File: config.mk
export PLATFORM = sky130hd
export DESIGN_NAME = joint_slew_ramp_sequencer_unit_flat
export DESIGN_NICKNAME = d
export VERILOG_FILES = /design/src/rtl/jsrs_pkg.sv /design/src/rtl/jsrs_req_if.sv /design/src/rtl/jsrs_joint_bank.sv /design/src/rtl/jsrs_ramp_alu.sv /design/src/rtl/joint_slew_ramp_sequencer_unit.sv /design/src/flat_wrapper.sv
export SDC_FILE = /design/constraint.sdc
export NUM_CORES = 2
export LEC_CHECK = 0
export CORE_MARGIN = 3
export CORE_UTILIZATION = 45
export CTS_CLUSTER_SIZE = 16
export DETAILED_ROUTE_END_ITERATION = 7
export DONT_BUFFER_PORTS = 1
export PLACE_DENSITY = 0.62
export SLEW_MARGIN = 20
export SYNTH_ARGS = -nofsm -noshare
export SYNTH_HDL_FRONTEND = slang
export SYNTH_SLANG_ARGS = --single-unit
export TNS_END_PERCENT = 5
File: constraint.sdc
create_clock -name i_clk -period 8.7 [get_ports i_clk]
set_input_delay 0.435 -clock i_clk [delete_from_list [all_inputs] [get_ports i_clk]]
set_output_delay 0.435 -clock i_clk [all_outputs]
set_load 0.005 [all_outputs]
File: src/rtl/jsrs_pkg.sv
// Package with the shared constants, codes and types of the joint slew ramp sequencer.
`timescale 1ns / 1ps

package jsrs_pkg;

    // Number of joints and the width of an index into the joint banks.
    localparam int JOINTS = 15;
    localparam int JIDX_W = (JOINTS > 1) ? $clog2(JOINTS) : 1;

    // Field widths of the request and result items.
    localparam int POS_W  = 16;
    localparam int SPD_W  = 16;
    localparam int DT_W   = 20;
    localparam int REQ_W  = 3;
    localparam int JNUM_W = 4;

    // Step = (speed * dt) >> 13, kept wide enough that it never saturates.
    localparam int PROD_W     = SPD_W + DT_W;
    localparam int STEP_SHIFT = 13;
    localparam int STEP_W     = PROD_W - STEP_SHIFT;

    // Fully open position (1.0) and the gap under which a joint snaps to its goal.
    localparam logic [POS_W-1:0] ONE_POS  = POS_W'(32768);
    localparam logic [POS_W-1:0] SNAP_GAP = POS_W'(32);

    // Request codes carried in req_type.
    typedef enum logic [REQ_W-1:0] {
        REQ_STAGE = 3'd0,
        REQ_CLOSE = 3'd1,
        REQ_OPEN  = 3'd2,
        REQ_TICK  = 3'd3,
        REQ_RESET = 3'd4
    } t_req;

    // Animation mode of the hand.
    typedef enum logic [3:0] {
        MODE_IDLE    = 4'b0001,
        MODE_CLOSING = 4'b0010,
        MODE_HOLDING = 4'b0100,
        MODE_OPENING = 4'b1000
    } t_mode;

    // What the ramp unit does to each joint during a sweep.
    typedef enum logic [1:0] {
        KIND_RAMP  = 2'd0,
        KIND_HOLD  = 2'd1,
        KIND_RESET = 2'd2
    } t_kind;

    // Control of the joint banks from the sequencer.
    typedef struct packed {
        logic              stage_we;
        logic [JIDX_W-1:0] stage_idx;
        logic [POS_W-1:0]  stage_data;
        logic [JIDX_W-1:0] idx;
        logic              cur_we;
        logic [POS_W-1:0]  cur_data;
        logic              goal_we;
        logic              goal_open;
    } t_bank_ctrl;

    // One result item as held in the output register.
    typedef struct packed {
        logic              hand_left;
        logic [JNUM_W-1:0] joint_number;
        logic [POS_W-1:0]  joint_position;
        logic              pose_valid;
        logic              animating;
        logic              clear_override;
        logic              last_item;
    } t_result;

endpackage

File: src/rtl/jsrs_req_if.sv
// Valid/ready channel interfaces for requests, results and the configuration write.
`timescale 1ns / 1ps

interface jsrs_req_if;
    logic                        valid;
    logic                        ready;
    logic [jsrs_pkg::REQ_W-1:0]  req_type;
    logic                        is_left;
    logic [jsrs_pkg::JNUM_W-1:0] joint_index;
    logic [jsrs_pkg::POS_W-1:0]  target_value;
    logic [jsrs_pkg::SPD_W-1:0]  ramp_speed;
    logic [jsrs_pkg::DT_W-1:0]   delta_time;

    modport source (output valid, req_type, is_left, joint_index, target_value,
                    ramp_speed, delta_time, input ready);
    modport sink   (input valid, req_type, is_left, joint_index, target_value,
                    ramp_speed, delta_time, output ready);
endinterface

interface jsrs_res_if;
    logic                        valid;
    logic                        ready;
    logic                        hand_left;
    logic [jsrs_pkg::JNUM_W-1:0] joint_number;
    logic [jsrs_pkg::POS_W-1:0]  joint_position;
    logic                        pose_valid;
    logic                        animating;
    logic                        clear_override;
    logic                        last_item;

    modport source (output valid, hand_left, joint_number, joint_position, pose_valid,
                    animating, clear_override, last_item, input ready);
    modport sink   (input valid, hand_left, joint_number, joint_position, pose_valid,
                    animating, clear_override, last_item, output ready);
endinterface

interface jsrs_cfg_if;
    logic valid;
    logic ready;
    logic keep_override;

    modport source (output valid, keep_override, input ready);
    modport sink   (input valid, keep_override, output ready);
endinterface

File: src/rtl/jsrs_joint_bank.sv
// Joint banks: current positions, goals and the staged targets.
`timescale 1ns / 1ps

module jsrs_joint_bank (
    input  logic                        i_clk,
    input  logic                        i_rst_n,
    input  jsrs_pkg::t_bank_ctrl        i_ctrl,
    output logic [jsrs_pkg::POS_W-1:0]  o_cur,
    output logic [jsrs_pkg::POS_W-1:0]  o_goal
);

    logic [jsrs_pkg::POS_W-1:0] r_cur    [jsrs_pkg::JOINTS];
    logic [jsrs_pkg::POS_W-1:0] r_goal   [jsrs_pkg::JOINTS];
    logic [jsrs_pkg::POS_W-1:0] r_staged [jsrs_pkg::JOINTS];

    // Current positions and goals come up fully open.
    always_ff @(posedge i_clk) begin
        if (!i_rst_n) begin
            for (int i = 0; i < jsrs_pkg::JOINTS; i++) begin
                r_cur[i]  <= jsrs_pkg::ONE_POS;
                r_goal[i] <= jsrs_pkg::ONE_POS;
            end
        end else begin
            if (i_ctrl.cur_we) begin
                r_cur[i_ctrl.idx] <= i_ctrl.cur_data;
            end
            if (i_ctrl.goal_we) begin
                r_goal[i_ctrl.idx] <= i_ctrl.goal_open ? jsrs_pkg::ONE_POS
                                                       : r_staged[i_ctrl.idx];
            end
        end
    end

    // Staged targets hold whatever was last written; they are not cleared.
    always_ff @(posedge i_clk) begin
        if (i_ctrl.stage_we) begin
            r_staged[i_ctrl.stage_idx] <= i_ctrl.stage_data;
        end
    end

    assign o_cur  = r_cur[i_ctrl.idx];
    assign o_goal = r_goal[i_ctrl.idx];

endmodule

File: src/rtl/jsrs_ramp_alu.sv
// Shared ramp unit: moves one joint toward its goal by the step, capped and snapped.
`timescale 1ns / 1ps

module jsrs_ramp_alu (
    input  jsrs_pkg::t_kind              i_kind,
    input  logic [jsrs_pkg::POS_W-1:0]   i_cur,
    input  logic [jsrs_pkg::POS_W-1:0]   i_goal,
    input  logic [jsrs_pkg::STEP_W-1:0]  i_step,
    output logic [jsrs_pkg::POS_W-1:0]   o_next,
    output logic                         o_reached
);

    logic                       w_up;
    logic [jsrs_pkg::POS_W-1:0] w_gap;
    logic                       w_near;
    logic                       w_cap;

    // Distance to the goal and the two decisions that depend on it.
    assign w_up   = i_goal > i_cur;
    assign w_gap  = w_up ? (i_goal - i_cur) : (i_cur - i_goal);
    assign w_near = w_gap <= jsrs_pkg::SNAP_GAP;
    assign w_cap  = i_step >= jsrs_pkg::STEP_W'(w_gap);

    // Pick the new position; the step is below the gap when it is added.
    always_comb begin
        o_next    = i_cur;
        o_reached = 1'b1;
        case (i_kind)
            jsrs_pkg::KIND_RESET: begin
                o_next = jsrs_pkg::ONE_POS;
            end
            jsrs_pkg::KIND_RAMP: begin
                o_reached = w_near;
                if (w_near || w_cap) begin
                    o_next = i_goal;
                end else if (w_up) begin
                    o_next = i_cur + i_step[jsrs_pkg::POS_W-1:0];
                end else begin
                    o_next = i_cur - i_step[jsrs_pkg::POS_W-1:0];
                end
            end
            default: begin
                o_next = i_cur;
            end
        endcase
    end

endmodule

File: src/rtl/joint_slew_ramp_sequencer_unit.sv
// Top level of the joint slew ramp sequencer: request decode, sequencer and result register.
// A ramping tick passes ST_STEP for the step product before the joint walk in ST_WALK.
// Holding ticks and force resets go straight to ST_WALK; close and open use ST_LOAD.
// Idle ticks pass ST_BLANK, stage requests end when taken; results are registered in r_out.
// The one ramp unit and one bank read port per cycle set the pace; output stalls hold the walk.
// Synchronous active-low reset opens all joints, returns to idle; staged targets are kept.
`timescale 1ns / 1ps

module joint_slew_ramp_sequencer_unit (
    input  logic       i_clk,
    input  logic       i_rst_n,
    jsrs_cfg_if.sink   i_cfg,
    jsrs_req_if.sink   i_req,
    jsrs_res_if.source o_res
);

    typedef enum logic [4:0] {
        ST_IDLE  = 5'b00001,
        ST_STEP  = 5'b00010,
        ST_WALK  = 5'b00100,
        ST_LOAD  = 5'b01000,
        ST_BLANK = 5'b10000
    } t_state;

    localparam logic [jsrs_pkg::JIDX_W-1:0] LAST_IDX = jsrs_pkg::JIDX_W'(jsrs_pkg::JOINTS - 1);

    t_state                          r_state;
    t_state                          n_state;
    jsrs_pkg::t_mode                 r_mode;
    jsrs_pkg::t_kind                 r_kind;
    logic                            r_keep;
    logic                            r_left;
    logic                            r_goal_open;
    logic                            r_reached;
    logic [jsrs_pkg::JIDX_W-1:0]     r_idx;
    logic [jsrs_pkg::SPD_W-1:0]      r_speed;
    logic [jsrs_pkg::DT_W-1:0]       r_dt;
    logic [jsrs_pkg::STEP_W-1:0]     r_step;
    jsrs_pkg::t_result               r_out;
    logic                            r_out_valid;

    logic                            w_accept;
    logic                            w_slot;
    logic                            w_last;
    logic                            w_all;
    logic                            w_idx_ok;
    logic [jsrs_pkg::PROD_W-1:0]     w_prod;
    logic [jsrs_pkg::POS_W-1:0]      w_cur;
    logic [jsrs_pkg::POS_W-1:0]      w_goal;
    logic [jsrs_pkg::POS_W-1:0]      w_next;
    logic                            w_alu_reached;
    jsrs_pkg::t_bank_ctrl            w_ctrl;

    // Handshakes: requests are taken only in idle; results leave through one register.
    assign i_cfg.ready = 1'b1;
    assign i_req.ready = (r_state == ST_IDLE);
    assign w_accept    = i_req.valid && i_req.ready;
    assign w_slot      = !r_out_valid || o_res.ready;
    assign w_last      = (r_idx == LAST_IDX);
    assign w_idx_ok    = 32'(i_req.joint_index) < jsrs_pkg::JOINTS;
    assign w_all       = r_reached && w_alu_reached;

    // Step product of the latched speed and the tick length.
    assign w_prod = jsrs_pkg::PROD_W'(r_speed) * jsrs_pkg::PROD_W'(r_dt);

    // Bank control for staging, goal loads and position write-back.
    always_comb begin
        w_ctrl            = '0;
        w_ctrl.stage_we   = w_accept && (jsrs_pkg::t_req'(i_req.req_type) == jsrs_pkg::REQ_STAGE)
                            && w_idx_ok;
        w_ctrl.stage_idx  = jsrs_pkg::JIDX_W'(i_req.joint_index);
        w_ctrl.stage_data = i_req.target_value;
        w_ctrl.idx        = r_idx;
        w_ctrl.cur_we     = (r_state == ST_WALK) && w_slot && (r_kind != jsrs_pkg::KIND_HOLD);
        w_ctrl.cur_data   = w_next;
        w_ctrl.goal_we    = (r_state == ST_LOAD)
                            || ((r_state == ST_WALK) && w_slot
                                && (r_kind == jsrs_pkg::KIND_RESET));
        w_ctrl.goal_open  = r_goal_open;
    end

    jsrs_joint_bank u_bank (
        .i_clk   (i_clk),
        .i_rst_n (i_rst_n),
        .i_ctrl  (w_ctrl),
        .o_cur   (w_cur),
        .o_goal  (w_goal)
    );

    jsrs_ramp_alu u_alu (
        .i_kind    (r_kind),
        .i_cur     (w_cur),
        .i_goal    (w_goal),
        .i_step    (r_step),
        .o_next    (w_next),
        .o_reached (w_alu_reached)
    );

    // Sequencer next state.
    always_comb begin
        n_state = r_state;
        unique case (r_state)
            ST_IDLE: begin
                if (w_accept) begin
                    unique case (jsrs_pkg::t_req'(i_req.req_type))
                        jsrs_pkg::REQ_CLOSE, jsrs_pkg::REQ_OPEN: n_state = ST_LOAD;
                        jsrs_pkg::REQ_TICK: begin
                            if (r_mode == jsrs_pkg::MODE_IDLE) begin
                                n_state = ST_BLANK;
                            end else if (r_mode == jsrs_pkg::MODE_HOLDING) begin
                                n_state = ST_WALK;
                            end else begin
                                n_state = ST_STEP;
                            end
                        end
                        jsrs_pkg::REQ_RESET: n_state = ST_WALK;
                        default:             n_state = ST_IDLE;
                    endcase
                end
            end
            ST_STEP:  n_state = ST_WALK;
            ST_WALK:  n_state = (w_slot && w_last) ? ST_IDLE : ST_WALK;
            ST_LOAD:  n_state = w_last ? ST_IDLE : ST_LOAD;
            ST_BLANK: n_state = w_slot ? ST_IDLE : ST_BLANK;
            default:  n_state = ST_IDLE;
        endcase
    end

    // Control registers: state, mode, kind, speed, joint counter, reached flag, config bit.
    always_ff @(posedge i_clk) begin
        if (!i_rst_n) begin
            r_state   <= ST_IDLE;
            r_mode    <= jsrs_pkg::MODE_IDLE;
            r_kind    <= jsrs_pkg::KIND_RAMP;
            r_keep    <= 1'b0;
            r_idx     <= '0;
            r_speed   <= '0;
            r_reached <= 1'b1;
        end else begin
            r_state <= n_state;
            if (i_cfg.valid && i_cfg.ready) begin
                r_keep <= i_cfg.keep_override;
            end
            if (w_accept) begin
                r_idx     <= '0;
                r_reached <= 1'b1;
                unique case (jsrs_pkg::t_req'(i_req.req_type))
                    jsrs_pkg::REQ_CLOSE: begin
                        r_speed <= i_req.ramp_speed;
                        r_mode  <= jsrs_pkg::MODE_CLOSING;
                    end
                    jsrs_pkg::REQ_OPEN: begin
                        r_speed <= i_req.ramp_speed;
                        r_mode  <= jsrs_pkg::MODE_OPENING;
                    end
                    jsrs_pkg::REQ_TICK: begin
                        r_kind <= (r_mode == jsrs_pkg::MODE_HOLDING) ? jsrs_pkg::KIND_HOLD
                                                                     : jsrs_pkg::KIND_RAMP;
                    end
                    jsrs_pkg::REQ_RESET: begin
                        r_kind <= jsrs_pkg::KIND_RESET;
                        r_mode <= jsrs_pkg::MODE_IDLE;
                    end
                    default: begin
                        r_kind <= r_kind;
                    end
                endcase
            end
            // Goal loads advance one joint per cycle.
            if (r_state == ST_LOAD) begin
                r_idx <= w_last ? '0 : r_idx + 1'b1;
            end
            // Joint walk advances when the result register can take an item.
            if ((r_state == ST_WALK) && w_slot) begin
                r_idx     <= w_last ? '0 : r_idx + 1'b1;
                r_reached <= w_all;
                if (w_last && (r_kind == jsrs_pkg::KIND_RAMP) && w_all) begin
                    r_mode <= (r_mode == jsrs_pkg::MODE_CLOSING) ? jsrs_pkg::MODE_HOLDING
                                                                 : jsrs_pkg::MODE_IDLE;
                end
            end
        end
    end

    // Request payload latches and the registered step.
    always_ff @(posedge i_clk) begin
        if (w_accept) begin
            r_left      <= i_req.is_left;
            r_dt        <= i_req.delta_time;
            r_goal_open <= (jsrs_pkg::t_req'(i_req.req_type) != jsrs_pkg::REQ_CLOSE);
        end
        if (r_state == ST_STEP) begin
            r_step <= w_prod[jsrs_pkg::PROD_W-1:jsrs_pkg::STEP_SHIFT];
        end
    end

    // Result register valid flag.
    always_ff @(posedge i_clk) begin
        if (!i_rst_n) begin
            r_out_valid <= 1'b0;
        end else if (((r_state == ST_WALK) || (r_state == ST_BLANK)) && w_slot) begin
            r_out_valid <= 1'b1;
        end else if (o_res.ready) begin
            r_out_valid <= 1'b0;
        end
    end

    // Result payload: a joint position during a walk, an empty item for an idle tick.
    always_ff @(posedge i_clk) begin
        if ((r_state == ST_WALK) && w_slot) begin
            r_out.hand_left      <= r_left;
            r_out.joint_number   <= jsrs_pkg::JNUM_W'(r_idx);
            r_out.joint_position <= w_next;
            r_out.pose_valid     <= 1'b1;
            r_out.animating      <= (r_kind != jsrs_pkg::KIND_RESET);
            r_out.clear_override <= w_last
                                    && ((r_kind == jsrs_pkg::KIND_RESET)
                                        || ((r_kind == jsrs_pkg::KIND_RAMP) && w_all
                                            && (r_mode == jsrs_pkg::MODE_OPENING)
                                            && !r_keep));
            r_out.last_item      <= w_last;
        end else if ((r_state == ST_BLANK) && w_slot) begin
            r_out <= '{hand_left: r_left, joint_number: '0, joint_position: '0,
                       pose_valid: 1'b0, animating: 1'b0, clear_override: 1'b0,
                       last_item: 1'b1};
        end
    end

    assign o_res.valid          = r_out_valid;
    assign o_res.hand_left      = r_out.hand_left;
    assign o_res.joint_number   = r_out.joint_number;
    assign o_res.joint_position = r_out.joint_position;
    assign o_res.pose_valid     = r_out.pose_valid;
    assign o_res.animating      = r_out.animating;
    assign o_res.clear_override = r_out.clear_override;
    assign o_res.last_item      = r_out.last_item;

endmodule

File: src/flat_wrapper.sv
// flat-port wrapper written by rule: the top's interface ports become plain ports
module joint_slew_ramp_sequencer_unit_flat 
  (i_clk, i_rst_n, i_cfg_valid, i_cfg_keep_override, i_cfg_ready, i_req_valid, i_req_req_type, i_req_is_left, i_req_joint_index, i_req_target_value, i_req_ramp_speed, i_req_delta_time, i_req_ready, o_res_valid, o_res_hand_left, o_res_joint_number, o_res_joint_position, o_res_pose_valid, o_res_animating, o_res_clear_override, o_res_last_item, o_res_ready);
  jsrs_cfg_if i_cfg_i ();
  jsrs_req_if i_req_i ();
  jsrs_res_if o_res_i ();
  input  logic i_clk;
  input  logic i_rst_n;
  input wire logic [$bits(i_cfg_i.valid)-1:0] i_cfg_valid;
  input wire logic [$bits(i_cfg_i.keep_override)-1:0] i_cfg_keep_override;
  output wire logic [$bits(i_cfg_i.ready)-1:0] i_cfg_ready;
  input wire logic [$bits(i_req_i.valid)-1:0] i_req_valid;
  input wire logic [$bits(i_req_i.req_type)-1:0] i_req_req_type;
  input wire logic [$bits(i_req_i.is_left)-1:0] i_req_is_left;
  input wire logic [$bits(i_req_i.joint_index)-1:0] i_req_joint_index;
  input wire logic [$bits(i_req_i.target_value)-1:0] i_req_target_value;
  input wire logic [$bits(i_req_i.ramp_speed)-1:0] i_req_ramp_speed;
  input wire logic [$bits(i_req_i.delta_time)-1:0] i_req_delta_time;
  output wire logic [$bits(i_req_i.ready)-1:0] i_req_ready;
  output wire logic [$bits(o_res_i.valid)-1:0] o_res_valid;
  output wire logic [$bits(o_res_i.hand_left)-1:0] o_res_hand_left;
  output wire logic [$bits(o_res_i.joint_number)-1:0] o_res_joint_number;
  output wire logic [$bits(o_res_i.joint_position)-1:0] o_res_joint_position;
  output wire logic [$bits(o_res_i.pose_valid)-1:0] o_res_pose_valid;
  output wire logic [$bits(o_res_i.animating)-1:0] o_res_animating;
  output wire logic [$bits(o_res_i.clear_override)-1:0] o_res_clear_override;
  output wire logic [$bits(o_res_i.last_item)-1:0] o_res_last_item;
  input wire logic [$bits(o_res_i.ready)-1:0] o_res_ready;
  assign i_cfg_i.valid = i_cfg_valid;
  assign i_cfg_i.keep_override = i_cfg_keep_override;
  assign i_cfg_ready = i_cfg_i.ready;
  assign i_req_i.valid = i_req_valid;
  assign i_req_i.req_type = i_req_req_type;
  assign i_req_i.is_left = i_req_is_left;
  assign i_req_i.joint_index = i_req_joint_index;
  assign i_req_i.target_value = i_req_target_value;
  assign i_req_i.ramp_speed = i_req_ramp_speed;
  assign i_req_i.delta_time = i_req_delta_time;
  assign i_req_ready = i_req_i.ready;
  assign o_res_valid = o_res_i.valid;
  assign o_res_hand_left = o_res_i.hand_left;
  assign o_res_joint_number = o_res_i.joint_number;
  assign o_res_joint_position = o_res_i.joint_position;
  assign o_res_pose_valid = o_res_i.pose_valid;
  assign o_res_animating = o_res_i.animating;
  assign o_res_clear_override = o_res_i.clear_override;
  assign o_res_last_item = o_res_i.last_item;
  assign o_res_i.ready = o_res_ready;
  joint_slew_ramp_sequencer_unit u_core (.i_clk(i_clk), .i_rst_n(i_rst_n), .i_cfg(i_cfg_i), .i_req(i_req_i), .o_res(o_res_i));
endmodule
* Word-level counts from Yosys, hierarchy flattened
Memory sizes are Yosys's and may differ from the RTL's. A register that Yosys moved wholly into a read port is not among the register bits.
Index checks and enable logic that the tools add are counted.
** Word-level totals
- Register bits :: 104
- Bits in writable memories :: 720
- Input port bits :: 66
- Output and inout bits :: 28
- Word-level logic and storage cells :: 138
- Memories :: 3
** Cells by class
- Add/subtract/negate cells :: 5
- Multiply operators :: 1
- $lt $le $gt $ge :: 4
- Equal/unequal tests :: 19
- Muxes and demuxes :: 52
- Reductions and logical operators :: 35
** Memory list
- u_core.u_bank.r_cur :: words 15, bits a word 16, read ports 1, clocked after Yosys merged registers in 1, write ports 15, line jsrs_joint_bank.sv:12 : logic [jsrs_pkg::POS_W-1:0] r_cur [jsrs_pkg::JOINTS];
- u_core.u_bank.r_goal :: words 15, bits a word 16, read ports 1, clocked after Yosys merged registers in 1, write ports 15, line jsrs_joint_bank.sv:13 : logic [jsrs_pkg::POS_W-1:0] r_goal [jsrs_pkg::JOINTS];
- u_core.u_bank.r_staged :: words 15, bits a word 16, read ports 1, clocked after Yosys merged registers in 1, write ports 1, line jsrs_joint_bank.sv:14 : logic [jsrs_pkg::POS_W-1:0] r_staged [jsrs_pkg::JOINTS];
** Operator list (count)
- $mux W16 :: 6
- $mux W4 :: 16
- $mux W25 :: 2
- $sub A16 B16 Y16 :: 3
- $mul A16 B20 Y36 :: 1
- $pmux W16 S2 :: 1
- $reduce_or A16 Y1 :: 2
- $pmux W5 S5 :: 1
- $ge A23 B16 Y1 :: 1
- $mux W1 :: 17
- $add A16 B16 Y16 :: 1
- $gt A16 B16 Y1 :: 1
- $le A16 B6 Y1 const B :: 1
- $logic_and A1 B1 Y1 :: 16
- $mux W5 :: 3
- $pmux W5 S3 :: 1
- $pmux W4 S3 :: 1
- $mux W3 :: 3
- $eq A4 B4 Y1 const B :: 2
- $reduce_bool A2 Y1 :: 4
- $eq A3 B2 Y1 const B :: 2
- $eq A5 B1 Y1 const B :: 1
- $eq A5 B2 Y1 const B :: 1
- $eq A5 B3 Y1 const B :: 1
- other kinds (21) :: 28

* Logic depth before layout (Yosys ltp)
- Word-level depth :: 11
- Gate-level depth with buffers :: 33
- Mapped depth without buffers :: 24

* Modules after synthesis
A second synthesis with hierarchy kept.
** Unflattened totals
- Cell total of the unflattened synthesis :: 3747
- Area, all modules :: 49130.9 um^2
** Modules (own cells, without submodules)
- jsrs_joint_bank :: instances 1, cells an instance 1795, area each 31729.2 um^2, sequential area each 22581.7 um^2
- joint_slew_ramp_sequencer_unit :: instances 1, cells an instance 1443, area each 13832.0 um^2, sequential area each 2772.7 um^2
- jsrs_ramp_alu :: instances 1, cells an instance 509, area each 3569.7 um^2, sequential area each 0.0 um^2

* Worst setup path after synthesis
Ideal clock, no wire load.
- Path type :: reg-to-reg
- From :: reg with a tool-made name
- To :: mem u_core.u_bank.r_cur[10][15] (netlist bit), data pin
- Setup time :: 0.266 ns
- Arrival :: 7.400 ns
- Data required time :: 8.434 ns
- Setup slack :: 1.034 ns
- Cell stages (with the launch flop) :: 31
- Path buffers :: 10
- Clock period less this slack :: 7.666 ns
- Cell sequence :: dfxtp_1 > buf_2 > buf_2 > buf_2 > buf_2 > buf_2 > mux4_2 > mux4_2 > ha_1 > buf_6 > nand4_1 > or4_4 > nand2_4 > o21ai_4 > buf_6 > clkbuf_1 > a21oi_1 > ha_1 > nor2b_1 > o21ai_0 > a21oi_1 > o41a_1 > o41a_1 > a41o_1 > o41ai_1 > xnor2_1 > a211oi_1 > o21a_1 > buf_2 > buf_4 > o21bai_1
** RTL lines (line)
- to (decl) :: jsrs_joint_bank.sv:12

==> flow_summary.yaml <==
cts:
  clock_path_buffers: 3
  post_cts_resized: 0
  cts.clk_slew.worst_paths_ns: 0.06
  post-cts-setup-buffers: 0
  clock_sinks: 860
  cts_tree: "done"
  clock_latency_ns: 0.68
  cts-buffers-inserted: 91
  clock-root-buffer: "clkbuf_16"
  htree_levels: 3
sta:
  skew_ns: 0.03439
  finalHoldViolCount: 0
  holdWs_ns: 0.06200
  rsz0062_at_grt: "false"
  tightest_slew_ns: 1.153
  setup_violations: 0
  finalCritPeriodShare: 0.9048
  fin_setup_tns_ns: 0
  fmax_ghz: 0.1270
  finalCriticalPeriod_ns: 7.872
  relSlewSlack: 0.2296
  slew_violations: 0
pwr:
  power_density_nw_per_um2: 179.1
  p_seq_frac: 0.490
  ir_drop_uv: 183.5
  pwr-share-clk: 0.406
  p_leak_nw: 19.47
  p_int_w: 0.007286
  pwr-share-comb: 0.103
  p_sw_w: 0.002379
  swShare: 0.2461
logic_synthesis:
  synth-seq-area-share: 0.5202
  synth_edf_count: 821
  yosysTopAreaCellShare: 0.5043
  synthTopCellsByArea: "edfxtp_1 50%, fa_1 10%, mux4_2 10%"
  synth_common_cells: "821 x edfxtp_1, 480 x nor2_1, 377 x nand2_1, 354 x inv_1, 252 x fa_1"
  ys_ff_latch: 860
  ys_types: 93
  syn_nets: 4263
  ys_async_sr_fraction: 0
  synthFlopType: "edfxtp_1"
  yosysWarningCount: 0
  postSynthCellCount: 3777
  synth.most_common_cell: "edfxtp_1"
  synth_top_area_cell: "edfxtp_1"
  synth_area_sq_um: 48890
  synth.avg_cell_area_sq_um: 12.94
die:
  fp.dieH_microns: 335.6
  rows: 120
  chipWidth_microns: 335.6
  start_util: 0.4548
  die-area_sq_um: 112600
  core_sq_um: 107500
  ios: 94
job:
  cap_violations: 0
routing:
  drtIter0Drc: 2852
  antenna_left: 0
  wire_per_inst_microns: 24.15
  vias_per_cell: 5.728
  drt_drc_violations_left: 0
  routed_wl_microns: 126900
  vias: 30089
  drtPass1Iterations: 5
cells_and_area:
  drive_above_1_share: 0.1481
  utilization: 0.5020
  instances_no_fill: 5253
  n_antenna_cell: 0
  nets: 4259
  areaGrowthSynthToFinish_pct: 10.38
place:
  port_buffers: 0
  globalplace.congestion: 0.9146
  place_hpwl_microns: 82990
  dp_cells: 5022
grt:
  grt_max_degree: 58
  grt_pass1_wl_microns: 194200
  antenna_found_initial: 1
  track_usage: 0.2301
  grt_pass1_vias: 30798
  grt-ovfl-total: 0
critical_path:
  criticalPathCategory: "reg2reg"
  end_kind: "register"
  cp_data_arrival_time_ns: 8.37
  cp.required_ns: 9.20
  critPathLaunchType: "register"
  cp_max_fo: 48
min_path:
  holdCritPathClass: "in2reg"
outcome:
  run_status: "finished clean"
[worst paths after layout]
check,from,end,slack [ns],depth (start not counted)
max,register,u_core.u_bank.r_cur[3][12]$_SDFFCE_PN0P_,0.83,20
min,i_req_req_type[0],u_core.r_mode[3]$_SDFF_PN0_,0.06,3
max reg2reg,register,u_core.u_bank.r_cur[3][12]$_SDFFCE_PN0P_,0.83,20
min reg2reg,u_core.o_res.pose_valid$_SDFFE_PP1P_,u_core.o_res.pose_valid$_SDFFE_PP1P_,0.47,2
[sequential cells by signal, summed over array words and instances (netlist names), 2 cells and up, named ones only]
name                         flops
u_core.u_bank.r_cur            256
u_core.u_bank.r_goal           256
u_core.u_bank.r_staged         240
u_core.r_step                   23
u_core.r_dt                     20
u_core.o_res.joint_position     16
u_core.r_speed                  16
u_core.r_state                   5
u_core.o_res.joint_number        4
u_core.r_idx                     4
u_core.r_mode                    4
u_core.r_kind                    2
[metal layers]
| metal | wire (microns) | track usage | vias up | share of wire |
|---|---|---|---|---|
| met5 | 0 | 0 | - | 0 |
| met3 | 10650 | 0.05021 | 195 | 0.084 |
| met2 | 62260 | 0.3834 | 1238 | 0.49 |
| li1 | - | - | 13187 | - |
| met1 | 50650 | 0.3063 | 15469 | 0.40 |
| met4 | 3292 | 0.06249 | 0 | 0.026 |
[cell usage in the layout, fill, tap and decap left out, types with 57 or more instances in the layout]
cell and instances:
dlygate4sd3_1 61, clkbuf_16 93, and2_1 135, a21oi_1 112, o21ai_0 57, mux4_2 224
nor2_2 60, ha_1 168, buf_4 82, nand2_1 376, edfxtp_1 821, nor2_1 466
fa_1 252, inv_1 354
[critical path: stages, from the launching register on]
cell,delay [ns]
dfxtp_4,0.86
buf_12,0.32
buf_4,0.26
mux4_2,0.33
mux4_2,0.56
ha_1,0.43
nand3_1,0.16
nand2_1,0.12
a221oi_2,0.57
o21a_1,0.42
mux2i_1,0.26
xor2_1,0.30
ha_1,0.29
a21o_1,0.16
a21o_1,0.17
a211oi_1,0.37
nor4_1,0.16
o31a_1,0.44
or4b_2,0.71
o221a_1,0.50
nor2_1,0.18
[cell type report]
cell class / instances / area (sq um)
fillers: 9187 / 53540
well taps: 1403 / 1755
flip-flops and latches: 860 / 25450
clock buffers: 116 / 2444
clock inverters: 54 / 569.3
multi-input cells: 2305 / 21060
repair buffers: 147 / 1306
inverters: 368 / 1381
[logic make-up after synthesis]
| group | after synthesis | share of synthesized area |
|---|---|---|
| AO/OA/AOI/OAI | 327 | 0.04681 |
| XOR/XNOR | 64 | 0.01200 |
| adder cells (fa/ha/maj) | 420 | 0.1462 |
| buffers and inverters | 612 | 0.05062 |
| flip-flops | 860 | 0.5202 |
| multiplexers | 249 | 0.1083 |
| other | 1 | 0.00007670 |
| AND/OR/NAND/NOR | 1244 | 0.1157 |
[per-stage QoR]
stage | area, sq um | setup WS [ns] | total power, W
floorplan | 48890 | 1.034 | 0.005477
global placement | 50330 | 0.9629 | 0.005778
detailed placement | 50330 | 0.9207 | 0.005784
CTS | 53950 | 0.8800 | 0.009730
global route | 53960 | 0.3226 | 0.01001
finish | 53960 | 0.8285 | 0.009665
[power by group through the flow]
stage | combinational, W | clock (W) | sequential (W)
3_5_place_dp | 0.000958 | 0 | 0.00483
2_1_floorplan | 0.000718 | 0 | 0.00476
4_1_cts | 0.00100 | 0.00399 | 0.00474
5_1_grt | 0.00111 | 0.00415 | 0.00475
6_report | 0.000998 | 0.00393 | 0.00474
3_3_place_gp | 0.000954 | 0 | 0.00482
[timing repair]
action / in CTS / in global routing
endpoints found under the setup margin: 0 / 0
hold buffers: 61 / 0
hold endpoints to repair: 290 / 0
No activity file was read; power rests on OpenSTA's default activity.
